<file path="config.mk">
export PLATFORM = sky130hd
export DESIGN_NAME = rc_lowpass_noise_emulator
export DESIGN_NICKNAME = d
export VERILOG_FILES = /design/src/sv/rlne_pkg.sv /design/src/sv/rc_lowpass_noise_emulator.sv /design/src/sv/rlne_mul.sv /design/src/sv/rlne_div.sv
export SDC_FILE = /design/constraint.sdc
export NUM_CORES = 2
export LEC_CHECK = 0
export CORE_MARGIN = 2
export CORE_UTILIZATION = 55
export CTS_CLUSTER_SIZE = 12
export DETAILED_ROUTE_END_ITERATION = 16
export DONT_BUFFER_PORTS = 1
export GPL_TIMING_DRIVEN = 0
export PLACE_DENSITY = 0.7
export SETUP_SLACK_MARGIN = 0.5
export SKIP_CTS_REPAIR_TIMING = 1
export SLEW_MARGIN = 40
export SYNTH_ARGS = -nofsm -noshare
export SYNTH_HDL_FRONTEND = slang
export SYNTH_SLANG_ARGS = --single-unit
</file>
<file path="constraint.sdc">
create_clock -name clk -period 12.75 [get_ports clk]
set_input_delay 1.9125 -clock clk [delete_from_list [all_inputs] [get_ports clk]]
set_output_delay 1.9125 -clock clk [all_outputs]
set_load 0.03 [all_outputs]
</file>
<file path="src/sv/rlne_pkg.sv">
package rlne_pkg;

  localparam int SAMPLE_WIDTH          = 16;
  localparam int FRACTION_BITS_DEFAULT = 16;
  localparam int TIME_WIDTH            = 64;
  localparam int TAU_WIDTH             = 32;
  localparam int AMP_WIDTH             = 15;
  localparam int SEED_WIDTH            = 31;
  localparam int CFG_DATA_WIDTH        = 32;
  localparam int CFG_INDEX_WIDTH       = 2;
  localparam int MUL_WIDTH             = 32;

  // register indexes on the configuration port
  localparam logic [CFG_INDEX_WIDTH-1:0] REG_TAU  = 2'd0;
  localparam logic [CFG_INDEX_WIDTH-1:0] REG_AMP  = 2'd1;
  localparam logic [CFG_INDEX_WIDTH-1:0] REG_SEED = 2'd2;

  // noise generator
  localparam logic [SEED_WIDTH-1:0] SEED_RESET      = 31'd1;
  localparam logic [MUL_WIDTH-1:0]  LCG_MUL         = 32'd1103515245;
  localparam logic [SEED_WIDTH-1:0] LCG_ADD         = 31'd12345;
  localparam int                    NOISE_DROP_BITS = 8;
  localparam int                    NOISE_U_WIDTH   = SEED_WIDTH - NOISE_DROP_BITS;
  localparam int                    NOISE_HALF_BITS = NOISE_U_WIDTH - 1;
  localparam logic [NOISE_U_WIDTH-1:0] NOISE_CENTRE = 23'h400000;

  typedef struct packed {
    logic signed [SAMPLE_WIDTH-1:0] target_sample;
    logic [TIME_WIDTH-1:0]          time_us;
  } in_item_t;

  typedef struct packed {
    logic signed [SAMPLE_WIDTH-1:0] node_sample;
    logic                           restarted;
  } out_item_t;

endpackage

</file>
<file path="src/sv/rc_lowpass_noise_emulator.sv">
// RC low-pass node emulator with uniform noise.
// in channel: in_valid / in_stall carry a target sample and a microsecond
// timestamp; out channel: out_valid / out_stall carry the node sample and a
// restart flag. One result per item, in order.
// Items are handled one at a time; in_stall is high while an item is in work.
// A restart item (first after reset, or time running backward) goes from the
// decide step straight to the rounding step. Other items pass through the
// serial divider for alpha (one quotient bit per cycle) and the one shared
// multiplier (two passes for the node step and, when the amplitude is not
// zero, one for the noise generator and one for the noise scale). Items with
// zero tau, elapsed time at or above tau, or equal timestamps skip the divider
// and the node step passes. The result sits in an output register, so a
// new item is taken while out_stall holds the last result; a finished item
// waits in its last step only if the output register is still full.
// Configuration writes (cfg_write, cfg_index, cfg_data) take effect at once
// and belong to idle periods; writing the seed reloads the noise generator.
// Reset (rst, synchronous) clears the node, the time base and the registers,
// and loads the noise generator with 1.
module rc_lowpass_noise_emulator import rlne_pkg::*; #(
  parameter int FRACTION_BITS = FRACTION_BITS_DEFAULT
) (
  input  logic                       clk,
  input  logic                       rst,
  input  logic                       in_valid,
  output logic                       in_stall,
  input  in_item_t                   in_data,
  output logic                       out_valid,
  input  logic                       out_stall,
  output out_item_t                  out_data,
  input  logic                       cfg_write,
  input  logic [CFG_INDEX_WIDTH-1:0] cfg_index,
  input  logic [CFG_DATA_WIDTH-1:0]  cfg_data
);

  localparam int NW   = SAMPLE_WIDTH + FRACTION_BITS;
  localparam int TW   = NW + 2;
  localparam int PW   = 2 * MUL_WIDTH;
  localparam int NSHL = (FRACTION_BITS >= NOISE_HALF_BITS) ? FRACTION_BITS - NOISE_HALF_BITS : 0;
  localparam int NSHR = (FRACTION_BITS >= NOISE_HALF_BITS) ? 0 : NOISE_HALF_BITS - FRACTION_BITS;

  localparam logic signed [TW-1:0] HALF_T =
    $signed({{(TW-FRACTION_BITS){1'b0}}, 1'b1, {(FRACTION_BITS-1){1'b0}}});
  localparam logic signed [TW-1:0] SMAX_T =
    $signed({{(TW-SAMPLE_WIDTH+1){1'b0}}, {(SAMPLE_WIDTH-1){1'b1}}});
  localparam logic signed [TW-1:0] SMIN_T =
    $signed({{(TW-SAMPLE_WIDTH+1){1'b1}}, {(SAMPLE_WIDTH-1){1'b0}}});

  typedef enum logic [3:0] {
    S_IDLE, S_DECIDE, S_CHECK, S_DIV, S_MUL_HI, S_MUL_LO, S_PROD, S_APPLY,
    S_NOISE, S_LCG_WAIT, S_DEV, S_NMUL, S_NWAIT, S_ROUND
  } state_t;

  state_t state;

  // configuration and long-lived state
  logic [TAU_WIDTH-1:0]           tau;
  logic [AMP_WIDTH-1:0]           amp;
  logic [SEED_WIDTH-1:0]          noise_state;
  logic signed [NW-1:0]           node;
  logic [TIME_WIDTH-1:0]          last_time;
  logic                           started;

  // per-item working registers
  logic signed [SAMPLE_WIDTH-1:0] target;
  logic [TIME_WIDTH-1:0]          now;
  logic [TIME_WIDTH-1:0]          dt;
  logic signed [NW:0]             diff;
  logic [NW-1:0]                  mag_m;
  logic                           neg;
  logic [NW-1:0]                  acc;
  logic [NW-1:0]                  prod;
  logic [NOISE_U_WIDTH-1:0]       dev;
  logic                           nneg;
  logic signed [TW-1:0]           total;
  logic                           restart_flag;

  // shared multiplier and divider
  logic [MUL_WIDTH-1:0]           mul_a;
  logic [MUL_WIDTH-1:0]           mul_b;
  logic [PW-1:0]                  mul_p;
  logic                           div_start;
  logic                           div_done;
  logic [FRACTION_BITS-1:0]       alpha;

  logic signed [NW-1:0]           target_q;
  logic                           restart;
  logic signed [NW:0]             diff_neg;
  logic [NOISE_U_WIDTH-1:0]       u;
  logic [PW-1:0]                  noise_shifted;
  logic signed [TW-1:0]           node_ext;
  logic signed [TW-1:0]           mag_s;
  logic signed [TW-1:0]           rnd;
  logic signed [TW-1:0]           val;
  logic signed [TW-1:0]           sat;

  assign target_q      = $signed({target, {FRACTION_BITS{1'b0}}});
  assign restart       = !started || (now < last_time);
  assign diff_neg      = -diff;
  assign u             = noise_state[SEED_WIDTH-1:NOISE_DROP_BITS];
  assign noise_shifted = (mul_p >> NSHR) << NSHL;
  assign node_ext      = TW'(node);
  assign mag_s         = $signed(noise_shifted[TW-1:0]);
  assign rnd           = total + HALF_T;
  assign val           = rnd >>> FRACTION_BITS;

  always_comb begin
    if (val > SMAX_T) begin
      sat = SMAX_T;
    end else if (val < SMIN_T) begin
      sat = SMIN_T;
    end else begin
      sat = val;
    end
  end

  assign in_stall  = (state != S_IDLE);
  assign div_start = (state == S_CHECK) && (tau != '0) && (dt < TIME_WIDTH'(tau)) &&
                     (dt != '0);

  always_comb begin
    case (state)
      S_MUL_HI: begin
        mul_a = MUL_WIDTH'(mag_m[NW-1:FRACTION_BITS]);
        mul_b = MUL_WIDTH'(alpha);
      end
      S_MUL_LO: begin
        mul_a = MUL_WIDTH'(mag_m[FRACTION_BITS-1:0]);
        mul_b = MUL_WIDTH'(alpha);
      end
      S_NOISE: begin
        mul_a = MUL_WIDTH'(noise_state);
        mul_b = LCG_MUL;
      end
      S_NMUL: begin
        mul_a = MUL_WIDTH'(dev);
        mul_b = MUL_WIDTH'(amp);
      end
      default: begin
        mul_a = '0;
        mul_b = '0;
      end
    endcase
  end

  rlne_mul u_mul (
    .clk (clk),
    .a   (mul_a),
    .b   (mul_b),
    .p   (mul_p)
  );

  rlne_div #(
    .FRACTION_BITS (FRACTION_BITS)
  ) u_div (
    .clk      (clk),
    .rst      (rst),
    .start    (div_start),
    .dividend (dt[TAU_WIDTH-1:0]),
    .divisor  (tau),
    .done     (div_done),
    .quotient (alpha)
  );

  always_ff @(posedge clk) begin
    if (rst) begin
      state       <= S_IDLE;
      tau         <= '0;
      amp         <= '0;
      noise_state <= SEED_RESET;
      node        <= '0;
      last_time   <= '0;
      started     <= 1'b0;
      out_valid   <= 1'b0;
    end else begin
      // the rounding step refills the output register itself
      if (out_valid && !out_stall && state != S_ROUND) begin
        out_valid <= 1'b0;
      end

      if (cfg_write) begin
        case (cfg_index)
          REG_TAU:  tau <= cfg_data[TAU_WIDTH-1:0];
          REG_AMP:  amp <= cfg_data[AMP_WIDTH-1:0];
          REG_SEED: noise_state <= cfg_data[SEED_WIDTH-1:0];
          default: ;
        endcase
      end

      case (state)
        S_IDLE: begin
          if (in_valid) begin
            target <= in_data.target_sample;
            now    <= in_data.time_us;
            state  <= S_DECIDE;
          end
        end
        S_DECIDE: begin
          restart_flag <= restart;
          last_time    <= now;
          started      <= 1'b1;
          dt           <= now - last_time;
          if (restart) begin
            node  <= target_q;
            total <= TW'(target_q);
            state <= S_ROUND;
          end else begin
            state <= S_CHECK;
          end
        end
        S_CHECK: begin
          diff <= (NW+1)'(target_q) - (NW+1)'(node);
          if (tau == '0 || dt >= TIME_WIDTH'(tau)) begin
            node  <= target_q;
            state <= S_NOISE;
          end else if (dt == '0) begin
            state <= S_NOISE;
          end else begin
            state <= S_DIV;
          end
        end
        S_DIV: begin
          neg   <= diff[NW];
          mag_m <= diff[NW] ? diff_neg[NW-1:0] : diff[NW-1:0];
          if (div_done) begin
            state <= S_MUL_HI;
          end
        end
        S_MUL_HI: begin
          state <= S_MUL_LO;
        end
        S_MUL_LO: begin
          acc   <= mul_p[NW-1:0];
          state <= S_PROD;
        end
        S_PROD: begin
          // low partial product contributes only its whole part
          prod  <= acc + NW'(mul_p >> FRACTION_BITS);
          state <= S_APPLY;
        end
        S_APPLY: begin
          node  <= $signed(neg ? $unsigned(node) - prod : $unsigned(node) + prod);
          state <= S_NOISE;
        end
        S_NOISE: begin
          if (amp == '0) begin
            total <= node_ext;
            state <= S_ROUND;
          end else begin
            state <= S_LCG_WAIT;
          end
        end
        S_LCG_WAIT: begin
          noise_state <= mul_p[SEED_WIDTH-1:0] + LCG_ADD;
          state       <= S_DEV;
        end
        S_DEV: begin
          nneg  <= u < NOISE_CENTRE;
          dev   <= (u < NOISE_CENTRE) ? NOISE_CENTRE - u : u - NOISE_CENTRE;
          state <= S_NMUL;
        end
        S_NMUL: begin
          state <= S_NWAIT;
        end
        S_NWAIT: begin
          total <= nneg ? node_ext - mag_s : node_ext + mag_s;
          state <= S_ROUND;
        end
        S_ROUND: begin
          if (!out_valid || !out_stall) begin
            out_valid            <= 1'b1;
            out_data.node_sample <= sat[SAMPLE_WIDTH-1:0];
            out_data.restarted   <= restart_flag;
            state                <= S_IDLE;
          end
        end
        default: begin
          state <= S_IDLE;
        end
      endcase
    end
  end

  ap_div_done_in_div: assert property (@(posedge clk) disable iff (rst)
    div_done |-> state == S_DIV)
    else $error("divider finished outside the divide step");

  ap_alpha_below_one: assert property (@(posedge clk) disable iff (rst)
    state == S_DIV |-> dt < TIME_WIDTH'(tau))
    else $error("divide started with elapsed time not below tau");

  ap_noise_state_change: assert property (@(posedge clk) disable iff (rst)
    !$stable(noise_state) |-> $past(rst) || $past(state == S_LCG_WAIT) ||
      $past(cfg_write && cfg_index == REG_SEED))
    else $error("noise generator moved without a step or a seed write");

  ap_result_from_round: assert property (@(posedge clk) disable iff (rst)
    $rose(out_valid) |-> $past(state == S_ROUND))
    else $error("result appeared outside the rounding step");

endmodule

</file>
<file path="src/sv/rlne_mul.sv">
module rlne_mul import rlne_pkg::*; (
  input  logic                     clk,
  input  logic [MUL_WIDTH-1:0]     a,
  input  logic [MUL_WIDTH-1:0]     b,
  output logic [2*MUL_WIDTH-1:0]   p
);

  always_ff @(posedge clk) begin
    p <= {{MUL_WIDTH{1'b0}}, a} * {{MUL_WIDTH{1'b0}}, b};
  end

endmodule

</file>
<file path="src/sv/rlne_div.sv">
module rlne_div import rlne_pkg::*; #(
  parameter int FRACTION_BITS = FRACTION_BITS_DEFAULT
) (
  input  logic                     clk,
  input  logic                     rst,
  input  logic                     start,
  input  logic [TAU_WIDTH-1:0]     dividend,
  input  logic [TAU_WIDTH-1:0]     divisor,
  output logic                     done,
  output logic [FRACTION_BITS-1:0] quotient
);

  localparam int CW = $clog2(FRACTION_BITS + 1);

  logic [TAU_WIDTH-1:0] rem;
  logic [TAU_WIDTH-1:0] dsr;
  logic [TAU_WIDTH:0]   rem_dbl;
  logic [TAU_WIDTH:0]   rem_sub;
  logic                 fits;
  logic [CW-1:0]        count;
  logic                 busy;

  // remainder stays below the divisor, so doubling never loses a bit
  assign rem_dbl = {rem, 1'b0};
  assign rem_sub = rem_dbl - {1'b0, dsr};
  assign fits    = rem_dbl >= {1'b0, dsr};
  assign done    = busy && (count == '0);

  always_ff @(posedge clk) begin
    if (rst) begin
      busy  <= 1'b0;
      count <= '0;
    end else if (start) begin
      busy  <= 1'b1;
      count <= CW'(FRACTION_BITS);
      rem   <= dividend;
      dsr   <= divisor;
    end else if (busy) begin
      if (count != '0) begin
        rem      <= fits ? rem_sub[TAU_WIDTH-1:0] : rem_dbl[TAU_WIDTH-1:0];
        quotient <= {quotient[FRACTION_BITS-2:0], fits};
        count    <= count - 1'b1;
      end else begin
        busy <= 1'b0;
      end
    end
  end

endmodule

</file>
== After elaboration in Yosys (flattened, before gate mapping) ==
Cells that the tools add are included.

* Bits in registers: 664
* Input port bits: 119
* Memory bits (writable): 0
* Output and inout bits: 19
* Memories kept: 0
* Latch bits: 0
* Logic and storage cells: 161
* Memory bits (read-only): 0

* Reduce and logical (&&, ||, !) cells: 49
* Bitwise gates (word level): 2
* $lt $le $gt $ge: 7
* Div/mod/pow operators: 0
* Shifts and indexed selects: 0
* Multiply operators: 1
* Eq/ne operators: 22
* Mux-type cells: 37
* Add/sub/neg operators: 14

{| class="wikitable"
|+ Operators with widths
! operator !! count
|-
| 32-bit 2-to-1 mux || 8
|-
| 31-bit one-hot mux with 4 select lines || 1
|-
| 34-bit 2-to-1 mux || 3
|-
| 34-bit one-hot mux with 3 select lines || 1
|-
| 32-bit one-hot mux with 3 select lines || 1
|-
| 31-bit 2-to-1 mux || 3
|-
| 31-bit one-hot mux with 3 select lines || 1
|-
| 32-bit adder || 2
|-
| 64-bit by 32-bit greater-or-equal comparator with 1-bit output || 1
|-
| 64-bit zero test || 1
|-
| 64-bit by 32-bit less-than comparator with 1-bit output || 1
|-
| 64-bit less-than comparator || 1
|-
| 64-bit nonzero test || 1
|-
| 32-bit subtractor || 2
|-
| 64-bit subtractor || 1
|-
| 4-bit one-hot mux with 14 select lines || 1
|-
| 31-bit by 31-bit multiplier with 48-bit output || 1
|-
| 32-bit by 34-bit adder with 34-bit output || 1
|-
| 34-bit by 17-bit adder with 34-bit output, second input constant || 1
|-
| 32-bit by 34-bit subtractor with 34-bit output || 1
|-
| 33-bit by 32-bit greater-or-equal comparator with 1-bit output || 1
|-
| 32-bit by 32-bit subtractor with 33-bit output || 1
|-
| 32-bit zero test || 1
|-
| 32-bit negator || 1
|-
| 39 further kinds || 95
|}

== Depth between registers and ports, before layout ==
* Depth in word-level cells: 6
* Mapped depth: 38
* Mapped depth without buffers: 33

== Cells and area by module ==
From an unflattened synthesis, not the netlist that was laid out.

* Cell total of the unflattened synthesis: 7526
* Area total of the unflattened synthesis: 70923.0 µm²

{| class="wikitable"
|+ By module, submodules not included
! module !! cells an instance !! area each (µm²) !! times used !! seq. area each (µm²)
|-
| rlne_mul || 3730 || 34743.3 || 1 || 1281.2
|-
| rc_lowpass_noise_emulator || 3296 || 30989.7 || 1 || 13663.1
|-
| rlne_div || 500 || 5190.0 || 1 || 2522.4
|}

== Worst setup path after synthesis ==
OpenSTA, ideal clock, no wires.

* Kind: input-to-reg
* Start point: input port rst
* End point: register now[0] (enable)
* Data required time: 12.035 ns
* Setup time: 0.715 ns
* Path buffers: 2
* Stages on the path: 3
* Path slack: 2.138 ns
* Arrival time: 9.897 ns
* Cells stage by stage: clkbuf_1 > clkbuf_1 > nor4_1

* Word-level cells in the longest chain between the ends: 2

{| class="wikitable"
|+ RTL lines
! item !! RTL line !! text
|-
| start, declared || rc_lowpass_noise_emulator.sv:23 || <nowiki>input logic rst,</nowiki>
|-
| 1-bit NOT (no source line) || -- ||
|-
| 3-bit AND reduction (no source line) || -- ||
|-
| end signal, assigned || rc_lowpass_noise_emulator.sv:193 || <nowiki>now <= in_data.time_us;</nowiki>
|-
| end, declared || rc_lowpass_noise_emulator.sv:65 || <nowiki>logic [TIME_WIDTH-1:0] now;</nowiki>
|}

No other way between the ends.
A chain may end at the register's enable or synchronous reset.

== Worst setup path after layout ==
* Start point: register state[1]
* End point: register u_mul.p[44]

* Word-level cells in the longest chain between the ends: 4
* Elaborated cells between the ends (all ways): 8
* Classes of those cells: mul (1); eq/ne (4); mux (2); reduce/logical (1)

{| class="wikitable"
|+ RTL lines
! item !! RTL line !! text
|-
| start, declared || rc_lowpass_noise_emulator.sv:53 || <nowiki>state_t state;</nowiki>
|-
| start signal, assigned || rc_lowpass_noise_emulator.sv:166 || <nowiki>state <= S_IDLE;</nowiki>
|-
| start signal, assigned || rc_lowpass_noise_emulator.sv:194 || <nowiki>state <= S_DECIDE;</nowiki>
|-
| start signal, assigned || rc_lowpass_noise_emulator.sv:205 || <nowiki>state <= S_ROUND;</nowiki>
|-
| 4-bit by 3-bit == test with 1-bit output || rc_lowpass_noise_emulator.sv:121 || <nowiki>case (state)</nowiki>
|-
| 2-bit OR reduction (no source line) || -- ||
|-
| 31-bit one-hot mux with 3 select lines || rc_lowpass_noise_emulator.sv:121 ||
|-
| 31-bit by 31-bit multiplier with 48-bit output (*) || rlne_mul.sv:9 || <nowiki>p <= {{MUL_WIDTH{1'b0}}, a} * {{MUL_WIDTH{1'b0}}, b};</nowiki>
|-
| end signal, assigned || rlne_mul.sv:9 ||
|-
| end, declared || rlne_mul.sv:5 || <nowiki>output logic [2*MUL_WIDTH-1:0] p</nowiki>
|}

Every way passes the cells marked *; elsewhere a longest branch is shown, timed or not.

==> results.json <==
{
  "antenna_found_initial": 8,
  "holdCritStartpoint": "last_time[18]$_SDFFE_PP0N_",
  "max-clock-path-buffers": 3,
  "core_um2": 103000,
  "drive_gt1_frac": 0.0458,
  "hold_viol": 0,
  "worst_path_max_delay_cell": "clkbuf_1",
  "p_leak_nw": 27.2,
  "cts_root_buf": "clkbuf_16",
  "power_density_nw_per_um2": 193,
  "area_growth_pct": 8.90,
  "ys.flop_type": "edfxtp_1",
  "cts_sinks": 649,
  "netlist_top_cells_area": "edfxtp_1 22%, fa_1 19%, ha_1 11%",
  "cp.required_ns": 13.25,
  "netlist_instances": 6095,
  "port-buffer-count": 0,
  "grt_first_pass_wirelength_um": 260000,
  "fin_crit_ns": 11.34,
  "crit_type": "register to register",
  "syn_area_um2": 57400,
  "wl_um": 169000,
  "clock_skew_ns": 0.0419,
  "async_flop_share": 0,
  "synth_top_area_cell": "edfxtp_1",
  "io_pins": 138,
  "setup_viol": 0,
  "vias_per_cell": 5.76,
  "start_kind": "register",
  "first_pass_iters": 6,
  "crit_fanout": 10,
  "yosysSeqAreaShare": 0.299,
  "vdd.ir_drop.worst_mv": 0.185,
  "fp.dieH_um": 327,
  "max_freq_mhz": 88.2,
  "avgRoutedWirePerCell_um": 21.8,
  "critPathMaxStageDelay_ns": 0.63,
  "cap_violations": 0,
  "die_width_um": 327,
  "final_cell_mix": "902 x inv_1, 646 x nand2_1, 547 x fa_1",
  "cts_tree": "built",
  "first_global_vias": 45000,
  "grt_max_degree": 24,
  "drt_iter0_drc": 3615,
  "rsz0062_at_grt": "false",
  "final_common_cell": "inv_1",
  "end_kind": "register",
  "fin_hold_ws_ns": 0.452,
  "syn_area_per_cell_um2": 9.42,
  "dp_hpwl_um": 139000,
  "num-nets-final": 7465,
  "h-tree-depth": 3,
  "synth-edff-count": 415,
  "ys_ff_latch": 649,
  "arrival_ns": 11.85,
  "min_period_over_period": 0.890,
  "dpl_cell_area_um2": 60000,
  "worst_pin_slew_ns": 0.927,
  "initial_core_util": 0.555,
  "rr_startpoint": "state[1]$_SDFFE_PP0P_",
  "dr_total_vias": 44700,
  "clk_pin_slew_ns": 0.06,
  "track_usage": 0.319,
  "holdCritPathClass": "register to register",
  "die_area_um2": 107000,
  "ant_nets": 0,
  "core.rowCount": 118,
  "drv_slew": 0,
  "cts_made_buffers": 73,
  "outcome": "completed",
  "slew-limit-headroom": 0.380,
  "yosysWarningCount": 0,
  "yosysUniqueCellTypes": 93,
  "worstSkewPairLatency_ns": 0.64,
  "critPathMostFrequentCell": "fa_1",
  "startpoint": "state[1]$_SDFFE_PP0P_",
  "grt-ovfl-total": 0,
  "design_area_um2": 62500,
  "synth_top_area_frac": 0.217,
  "drc": 0,
  "place_congestion": 0.987
}
critical path, delay by kind of cell, from the launching register on:
kind | cells | cell delay (ns)
xor gates and xnor gates | 1 | 0.41
adders and majority gates | 9 | 4.38
AOI/OAI and AO/OA | 8 | 2.40
DFF | 1 | 0.30
buffers and inverters | 11 | 2.66
and+or+nand+nor | 4 | 1.05
where the power goes:
group	leakage [nW]	switching (mW)	total [mW]	internal, mW
Sequential	5.69	0.350	3.10	2.75
Combinational	20.4	4.35	6.87	2.52
Clock	1.18	0.889	2.12	1.24
sequential cells by signal, summed over array words and instances (netlist names), 4 cells and up:
signal	count
u_div.quotient	16
tau	32
u_div.rem	32
amp	15
diff	33
state	4
u_div.count	5
dev	23
node	32
target	16
prod	32
acc	32
mag_m	32
now	64
noise_state	31
u_div.dsr	32
dt	64
out_data	17
last_time	64
u_mul.p	48
total	19
Yosys cell counts (10+ instances only):
cell and number:
clkbuf_1 190, mux2i_1 37, a31oi_1 35, o21a_1 39, a211oi_1 62, or4_1 12, a21o_1 120, nor3b_1 10
inv_1 902, nor2b_1 42, o211ai_1 17, and4_1 21, o31ai_1 18, nand2_1 646, or2_2 19, dfxtp_1 234
nand3_1 79, nand4_1 57, or3_1 23, xnor2_1 274, nand2b_1 58, xor2_1 106, nor3_1 82, and3_1 35
nor4_1 53, a21boi_0 14, a21oi_1 435, buf_1 20, a211o_1 12, and2_1 22, edfxtp_1 415, a221oi_1 17
nor2_1 524, ha_1 503, o21bai_1 40, fa_1 547, o21ai_0 180, a22oi_1 33
path summary, 6_finish.rpt:
path,end,slack (ns),depth (start not counted)
setup / recovery,u_mul.p[44]$_DFF_P_,1.41,33
hold / removal,last_time[18]$_SDFFE_PP0N_,0.45,2
setup reg to reg,u_mul.p[44]$_DFF_P_,1.41,33
hold reg to reg,last_time[18]$_SDFFE_PP0N_,0.45,2
cell type report:
cell class / instances / area [um2]
Antenna cell: 11 / 27.5
Buffer: 221 / 885
Clock buffer: 113 / 2190
Clock inverter: 21 / 220
Fill cell: 8915 / 41000
Inverter: 903 / 3390
Multi-Input combinational cell: 4383 / 36500
Sequential cell: 649 / 17100
Tap cell: 1380 / 1730
Timing Repair Buffer: 65 / 479
kinds of logic (layout without fill, tap and decap cells):
family	count (synthesis)	after routing	share of synthesized area
buffers and inverters	1124	1323	0.0742
muxes	45	45	0.00802
other	2	74	0.000131
xor gates and xnor gates	380	380	0.0580
AOI/OAI and AO/OA	1134	1134	0.126
adders and majority gates	1050	1050	0.300
and+or+nand+nor	1711	1711	0.135
DFF	649	649	0.299
through the flow:
step | worst slack, ns | TNS, ns | instances | power [mW] | util
2_1_floorplan | 2.14 | 0 | 6156 | 7.73 | -
4_1_cts | 1.39 | 0 | 7733 | 12.0 | 0.603
3_3_place_gp | -1.58 | -125.55 | 7536 | 9.73 | 0.574
6_report | 1.41 | 0 | 7746 | 12.1 | 0.604
3_5_place_dp | 1.40 | 0 | 7599 | 9.84 | 0.580
5_1_grt | 0.925 | 0 | 7736 | 12.9 | 0.604
metal layers:
metal / GRT usage / share of wire
met1: 0.407 / 0.40
met2: 0.517 / 0.46
met3: 0.0710 / 0.088
met4: 0.147 / 0.052
met5: 0 / 0.00036
Power figures use the tool's default switching activity.
